`src/rtl/tljs_pkg.sv`:
```
package tljs_pkg;

	localparam int CW = 16;
	localparam int LW = 10;
	localparam int FB = 16;
	localparam logic [LW-1:0] LEN_RESET = LW'(50);

	localparam int AW = 16;
	localparam int D2W = 22;
	localparam int DXW = 11;
	localparam int NW = 23;
	localparam int SQ_RW = 54;
	localparam int SQ_QW = 27;
	localparam int DV_NW = 56;
	localparam int DV_DW = 28;
	localparam int DV_QW = 28;
	localparam int PW = 39;
	localparam int SW = 34;
	localparam int IW = SW - FB;

	localparam int SQA = SQ_QW;
	localparam int DVA = SQA + DV_QW;
	localparam int HRD = DVA + 2;
	localparam int SQH = HRD + SQ_QW;
	localparam int DVO = SQH + 1 + DV_QW;
	localparam int PTS = DVO + 2;
	localparam int SIDE_N = PTS + 1;
	localparam int LATENCY = 3 + PTS + 1;

	typedef enum logic [1:0] {
		PICK_MINX_MINY = 2'd0,
		PICK_MINY_MAXX = 2'd1,
		PICK_MINX_MAXY = 2'd2,
		PICK_MAXX_MAXY = 2'd3
	} pick_rule_t;

	typedef enum logic [0:0] {
		CFG_FIRST_LEN  = 1'b0,
		CFG_SECOND_LEN = 1'b1
	} cfg_reg_t;

	typedef struct packed {
		logic signed [CW-1:0] first_center_x;
		logic signed [CW-1:0] first_center_y;
		logic signed [CW-1:0] second_center_x;
		logic signed [CW-1:0] second_center_y;
		pick_rule_t           pick_rule;
	} in_t;

	typedef struct packed {
		logic                 found;
		logic signed [CW-1:0] first_point_x;
		logic signed [CW-1:0] first_point_y;
		logic signed [CW-1:0] second_point_x;
		logic signed [CW-1:0] second_point_y;
		logic signed [CW-1:0] chosen_x;
		logic signed [CW-1:0] chosen_y;
	} out_t;

	typedef struct packed {
		logic              found;
		logic [CW-1:0]     c0x;
		logic [CW-1:0]     c0y;
		logic [DXW-1:0]    dxa;
		logic [DXW-1:0]    dya;
		logic              dxs;
		logic              dys;
		pick_rule_t        rule;
		logic              nneg;
		logic [NW-1:0]     nabs;
		logic [2*LW-1:0]   r0sq;
		logic [SQ_QW-1:0]  dq;
		logic [DV_QW-1:0]  amag;
	} side_t;

	// truncate a fixed point value toward zero to its integer part
	function automatic logic [IW-1:0] trunc_int(input logic [SW-1:0] s);
		logic [SW-1:0] mag;
		logic [IW-1:0] q;
		mag = s[SW-1] ? (~s + SW'(1)) : s;
		q = mag[SW-1:FB];
		return s[SW-1] ? (~q + IW'(1)) : q;
	endfunction

endpackage

```
`src/rtl/tljs_sqrt.sv`:
```
module tljs_sqrt (
	input  logic                         clk,
	input  logic [tljs_pkg::SQ_RW-1:0]   rad,
	output logic [tljs_pkg::SQ_QW-1:0]   root
);

	localparam int RW = tljs_pkg::SQ_RW;
	localparam int QW = tljs_pkg::SQ_QW;

	logic [RW-1:0] rem_s  [1:QW-1];
	logic [QW-1:0] root_s [1:QW];

	for (genvar k = 0; k < QW; k++) begin : g_stage
		localparam int B = QW - 1 - k;
		logic [RW-1:0] cur_rem;
		logic [QW-1:0] cur_root;
		logic [RW:0]   trial;
		logic          take;

		if (k == 0) begin : g_first
			assign cur_rem  = rad;
			assign cur_root = '0;
		end else begin : g_next
			assign cur_rem  = rem_s[k];
			assign cur_root = root_s[k];
		end

		// (r + 2^b)^2 - r^2 = r * 2^(b+1) + 2^(2b)
		assign trial = ((RW+1)'(cur_root) << (B + 1)) + ((RW+1)'(1) << (2 * B));
		assign take  = {1'b0, cur_rem} >= trial;

		always_ff @(posedge clk) begin
			root_s[k+1] <= take ? (cur_root | (QW'(1) << B)) : cur_root;
		end

		if (k < QW - 1) begin : g_rem
			always_ff @(posedge clk) begin
				rem_s[k+1] <= take ? RW'({1'b0, cur_rem} - trial) : cur_rem;
			end
		end
	end

	assign root = root_s[QW];

endmodule

```
`config.mk`:
```
export PLATFORM = sky130hd
export DESIGN_NAME = tljs_sqrt
export DESIGN_NICKNAME = d
export VERILOG_FILES = /design/src/rtl/tljs_pkg.sv /design/src/rtl/tljs_sqrt.sv
export SDC_FILE = /design/constraint.sdc
export NUM_CORES = 2
export LEC_CHECK = 0
export BUFFER_PORTS_ARGS = -buffer_cell sky130_fd_sc_hd__buf_2
export CORE_MARGIN = 2
export CORE_UTILIZATION = 30
export DETAILED_ROUTE_END_ITERATION = 7
export MAX_ROUTING_LAYER = met4
export SLEW_MARGIN = 20
export SYNTH_ARGS = -nofsm -noshare
export SYNTH_HDL_FRONTEND = slang
export SYNTH_SLANG_ARGS = --single-unit
```
`constraint.sdc`:
```
create_clock -name clk -period 3.1 [get_ports clk]
set_input_delay 0.31 -clock clk [delete_from_list [all_inputs] [get_ports clk]]
set_output_delay 0.31 -clock clk [all_outputs]
set_load 0.02 [all_outputs]
```
# [Word level (Yosys, flattened, before mapping)]
# Memories as Yosys holds them, arrays and structs flattened.
# Index checks and enable logic that the tools add are counted.
[totals] regBits=0 ram_bits=2133 in_bits=55 out_inout_bits=27 wordCells=134 mem_count=2
[mem_list] memory="rem_s" words=26 word_bits=54 read_ports=26 rd_clocked_by_memory_dff=0 write_ports=26 line_no="tljs_sqrt.sv:10" source="logic [RW-1:0] rem_s [1:QW-1];"
[mem_list] memory="root_s" words=27 word_bits=27 read_ports=27 rd_clocked_by_memory_dff=0 write_ports=27 line_no="tljs_sqrt.sv:11" source="logic [QW-1:0] root_s [1:QW];"
[classes] n_addsub=52 n_lt_le_gt_ge=27 n_mux=53
[ops] cell="two-way mux 54 bit" count=26
[ops] cell="subtractor 54 bit" count=8
[ops] cell="greater-or-equal comparator 54 x 55 -> 1 bit" count=7
[ops] cell="adder 53 x 51 -> 54 bit (second input constant)" count=1
[ops] cell="greater-or-equal comparator 54 x 36 -> 1 bit" count=1
[ops] cell="greater-or-equal comparator 54 x 37 -> 1 bit" count=1
[ops] cell="greater-or-equal comparator 54 x 38 -> 1 bit" count=1
[ops] cell="greater-or-equal comparator 54 x 39 -> 1 bit" count=1
[ops] cell="greater-or-equal comparator 54 x 40 -> 1 bit" count=1
[ops] cell="greater-or-equal comparator 54 x 41 -> 1 bit" count=1
[ops] cell="greater-or-equal comparator 54 x 42 -> 1 bit" count=1
[ops] cell="greater-or-equal comparator 54 x 43 -> 1 bit" count=1
[ops] cell="greater-or-equal comparator 54 x 44 -> 1 bit" count=1
[ops] cell="greater-or-equal comparator 54 x 45 -> 1 bit" count=1
[ops] cell="greater-or-equal comparator 54 x 46 -> 1 bit" count=1
[ops] cell="greater-or-equal comparator 54 x 47 -> 1 bit" count=1
[ops] cell="greater-or-equal comparator 54 x 48 -> 1 bit" count=1
[ops] cell="greater-or-equal comparator 54 x 49 -> 1 bit" count=1
[ops] cell="greater-or-equal comparator 54 x 50 -> 1 bit" count=1
[ops] cell="greater-or-equal comparator 54 x 51 -> 1 bit" count=1
[ops] cell="greater-or-equal comparator 54 x 52 -> 1 bit" count=1
[ops] cell="greater-or-equal comparator 54 x 53 -> 1 bit" count=1
[ops] cell="greater-or-equal comparator 54 x 53 -> 1 bit (second input constant)" count=1
[ops] cell="greater-or-equal comparator 54 bit" count=1
[ops] cell="70 further kinds" count=70

# [Logic depth before layout (Yosys ltp)]
# An unclocked memory read counts as a cell.
[depth] ltp_word=4 depth_mapped=14 ltp_nobuf=12

# [Worst setup path after synthesis]
# OpenSTA, ideal clock, no wires.
[synth_path] path_kind="reg2reg" from="register, netlist name root_s[11][41]" to="register, netlist name rem_s[1][485]" setup_ps=118 arrival_ps=3076 path_slack_ps=-94 stages_incl_launch_ff=15 path_buffers=3 period_less_slack_ps=3194 cell_sequence="dfxtp_1 > inv_1 > ha_1 > clkbuf_1 > and4_1 > a2bb2oi_1 > o21ai_0 > a2111oi_2 > nor3_1 > or3_1 > clkbuf_1 > or2_2 > clkbuf_1 > or3_1 > xnor2_1"

==> qor.yml <==
outcome:
  status: "complete, but fails checks"
  violations: "negative setup slack"
clock_tree:
  cts_tree: "done"
  root_buffer: "clkbuf_16"
  h-tree-depth: 4
  cts_sinks: 1782
  cts_buffers: 170
  path_clk_slew_ps: 60
  clk_latency_ps: 870
  clockBufferDepth: 3
synth:
  ys_seq_area_share_pct: 53.5
  ys_ff_latch: 1782
  synth_edf_count: 0
  synth_async_sr_flop_share_pct: 0
  yosys_warnings: 0
  synthFlopType: "dfxtp_1"
  syn-cell-area_sq_um: 66700
  syn_avg_cell_area_sq_um: 10.2
  ys_types: 94
  syn_nets: 7021
  syn_inst: 6565
pwr:
  power.switching_mw: 24.0
  peakVddDrop_v: 0.000620
  pwr-share-comb_pct: 28.4
  powerDensity_nw_per_um2: 885
  leakage_nw: 38.5
  intPower_mw: 51.2
  p_seq_share_pct: 42.8
  p_clk_share_pct: 28.7
  sw_frac_of_total_pct: 31.9
timing:
  timing.fmax_mhz: 311
  layout_setup_ws_ps: -114
  rsz0062_at_grt: "true"
  tns_ps: -3390
  skew_ps: 81.2
  slew_violations: 0
  hold_violations: 0
  setup_viol: 58
  timing.final.crit_share_pct: 104
  slew_headroom_pct: 49.8
  fin_crit_ps: 3210
  tightest_slew_ps: 754
global_route:
  antenna_found_initial: 1
  grt_pass1_vias: 50100
  track_usage_pct: 14.2
  grt_start_max_net_pins: 54
  grt_pass1_wl_um: 254000
  globalRoute.totalOverflow: 0
setup_path:
  startpoint_type: "flop"
  worstPathMaxFanout: 2
  path_class: "reg -> reg"
  arrival_ps: 3890
  cp-end-kind: "flop"
  cp.required_ps: 3780
cells_and_area:
  nets: 7954
  finish.utilization_pct: 38.3
  fin_cells: 10600
  fillerInstances: 21700
  final_cell_mix: "dfxtp_1, buf_4, inv_1"
  multi_input_area_sq_um: 30600
  regArea_sq_um: 35700
  layout_commonest_cell: "dfxtp_1"
  drive_gt1_share_pct: 19.9
  area_growth_pct: 27.3
die:
  io_pins: 82
  fp.dieH_um: 476
  rows: 173
  initial_core_util_pct: 30.1
  die_w_um: 476
  coreArea_sq_um: 222000
  die_area_sq_um: 226000
placed_design:
  place_congestion: 0.898
  io_buffers: 81
  dpl.cell_count: 10200
  dpl.hpwl_um: 123000
detailed_routing:
  drtPass1Iterations: 5
  viasPerCell: 4.57
  ant_nets: 0
  drtIter0Drc: 1827
  wl_per_cell_um: 15.2
  wl_um: 162000
  num_vias: 48500
  route.detailed.drc: 0
hold_path:
  hold_class: "in -> reg"
run:
  maxCapViolCount: 0
## repair_timing
item | CTS | global route
resized for setup | 119 | 330
hold endpoints to repair | 55 | 0
hold buffers | 56 | 0
setup buffers | 15 | 47
endpoints found under the setup margin | 227 | 282
pin swaps | 39 | 125
gates cloned | 2 | 11
## worst max-delay path: stages, from the launching register on
cell,delay (ps)
dfxtp_2,320
or4_4,530
or2_4,240
or3_4,380
or4_4,430
a211o_1,260
buf_6,120
nor3_4,210
inv_2,60
buf_6,120
buf_6,110
mux2_4,280
## cells in the mapped netlist, types with 70 or more instances
| library cell | count | area share (%) |
|---|---|---|
| nand2_1 | 340 | 1.9 |
| o21a_1 | 70 | 0.79 |
| a21o_1 | 163 | 1.8 |
| nand4_1 | 107 | 1.0 |
| xor2_1 | 273 | 3.6 |
| nand3_1 | 118 | 0.89 |
| o21ai_0 | 250 | 1.9 |
| inv_1 | 486 | 2.7 |
| dfxtp_1 | 1782 | 53 |
| clkbuf_1 | 87 | 0.49 |
| ha_1 | 401 | 7.5 |
| nor3_1 | 177 | 1.3 |
| nand2b_1 | 72 | 0.68 |
| nor4_1 | 212 | 2.0 |
| nor2_1 | 448 | 2.5 |
| xnor2_1 | 341 | 4.5 |
| a21oi_1 | 434 | 3.3 |
## metrics by stage
| stage | cell area [sq um] | total power [mW] | hold slack, ps | worst slack [ps] |
|---|---|---|---|---|
| finish | 84900 | 75.1 | 74.0 | -114 |
| global route | 84900 | 79.7 | 28.6 | -217 |
| CTS | 82800 | 74.8 | 4.75 | -163 |
| detailed placement | 75600 | 52.8 | 333 | -566 |
| global placement | 75600 | 52.4 | 334 | -651 |
| floorplan | 66700 | 45.2 | 322 | 11.3 |
## power by group through the flow
stage	clock (mW)	sequential (mW)	combinational, mW
2_1_floorplan	0	31.2	14.0
3_3_place_gp	0	32.4	20.0
4_1_cts	22.1	32.0	20.7
5_1_grt	23.1	32.8	23.8
6_report	21.6	32.2	21.4
3_5_place_dp	0	32.5	20.3
## per-layer routing
layer  vias up  GRT usage, %  wire length [um]
li1      24700             -                 -
met1     22600          13.5             61000
met2       703          27.5             87800
met3       400          2.06              4350
met4         0          7.38              8430
met5         -             -                 0
## kinds of logic after synthesis
kind of cell    share of synthesized area (%)
simple gates                             14.7
flops                                    53.5
compound gates                           11.3
xor+xnor                                 8.06
buf+inv                                  3.45
fa+ha+maj                                7.52
mux                                      1.41
## registers in the layout, summed over array words and instances, names as in the netlist
| signal | count |
|---|---|
| root_s | 378 |
| rem_s | 1404 |
## layout make-up
type,count,share of cell area (%)
Clock buffer,240,5.77
Timing Repair Buffer,873,8.29
Inverter,489,2.17
Multi-Input combinational cell,4182,36.0
Antenna cell,2,0.00589
Sequential cell,1782,42.0
Tap cell,2975,4.38
Clock inverter,72,1.34
## worst paths after layout
kind | from | to | slack (ps) | cells past startpoint
setup / recovery | rem_s[1][98] | rem_s[1][143] | -110 | 11
hold / removal | rad[35] | rem_s[0][89] | 70 | 2
setup reg to reg | rem_s[1][98] | rem_s[1][143] | -110 | 11
hold reg to reg | rem_s[0][460] | rem_s[0][514] | 310 | 0
No activity file was read; power rests on OpenSTA's default activity.
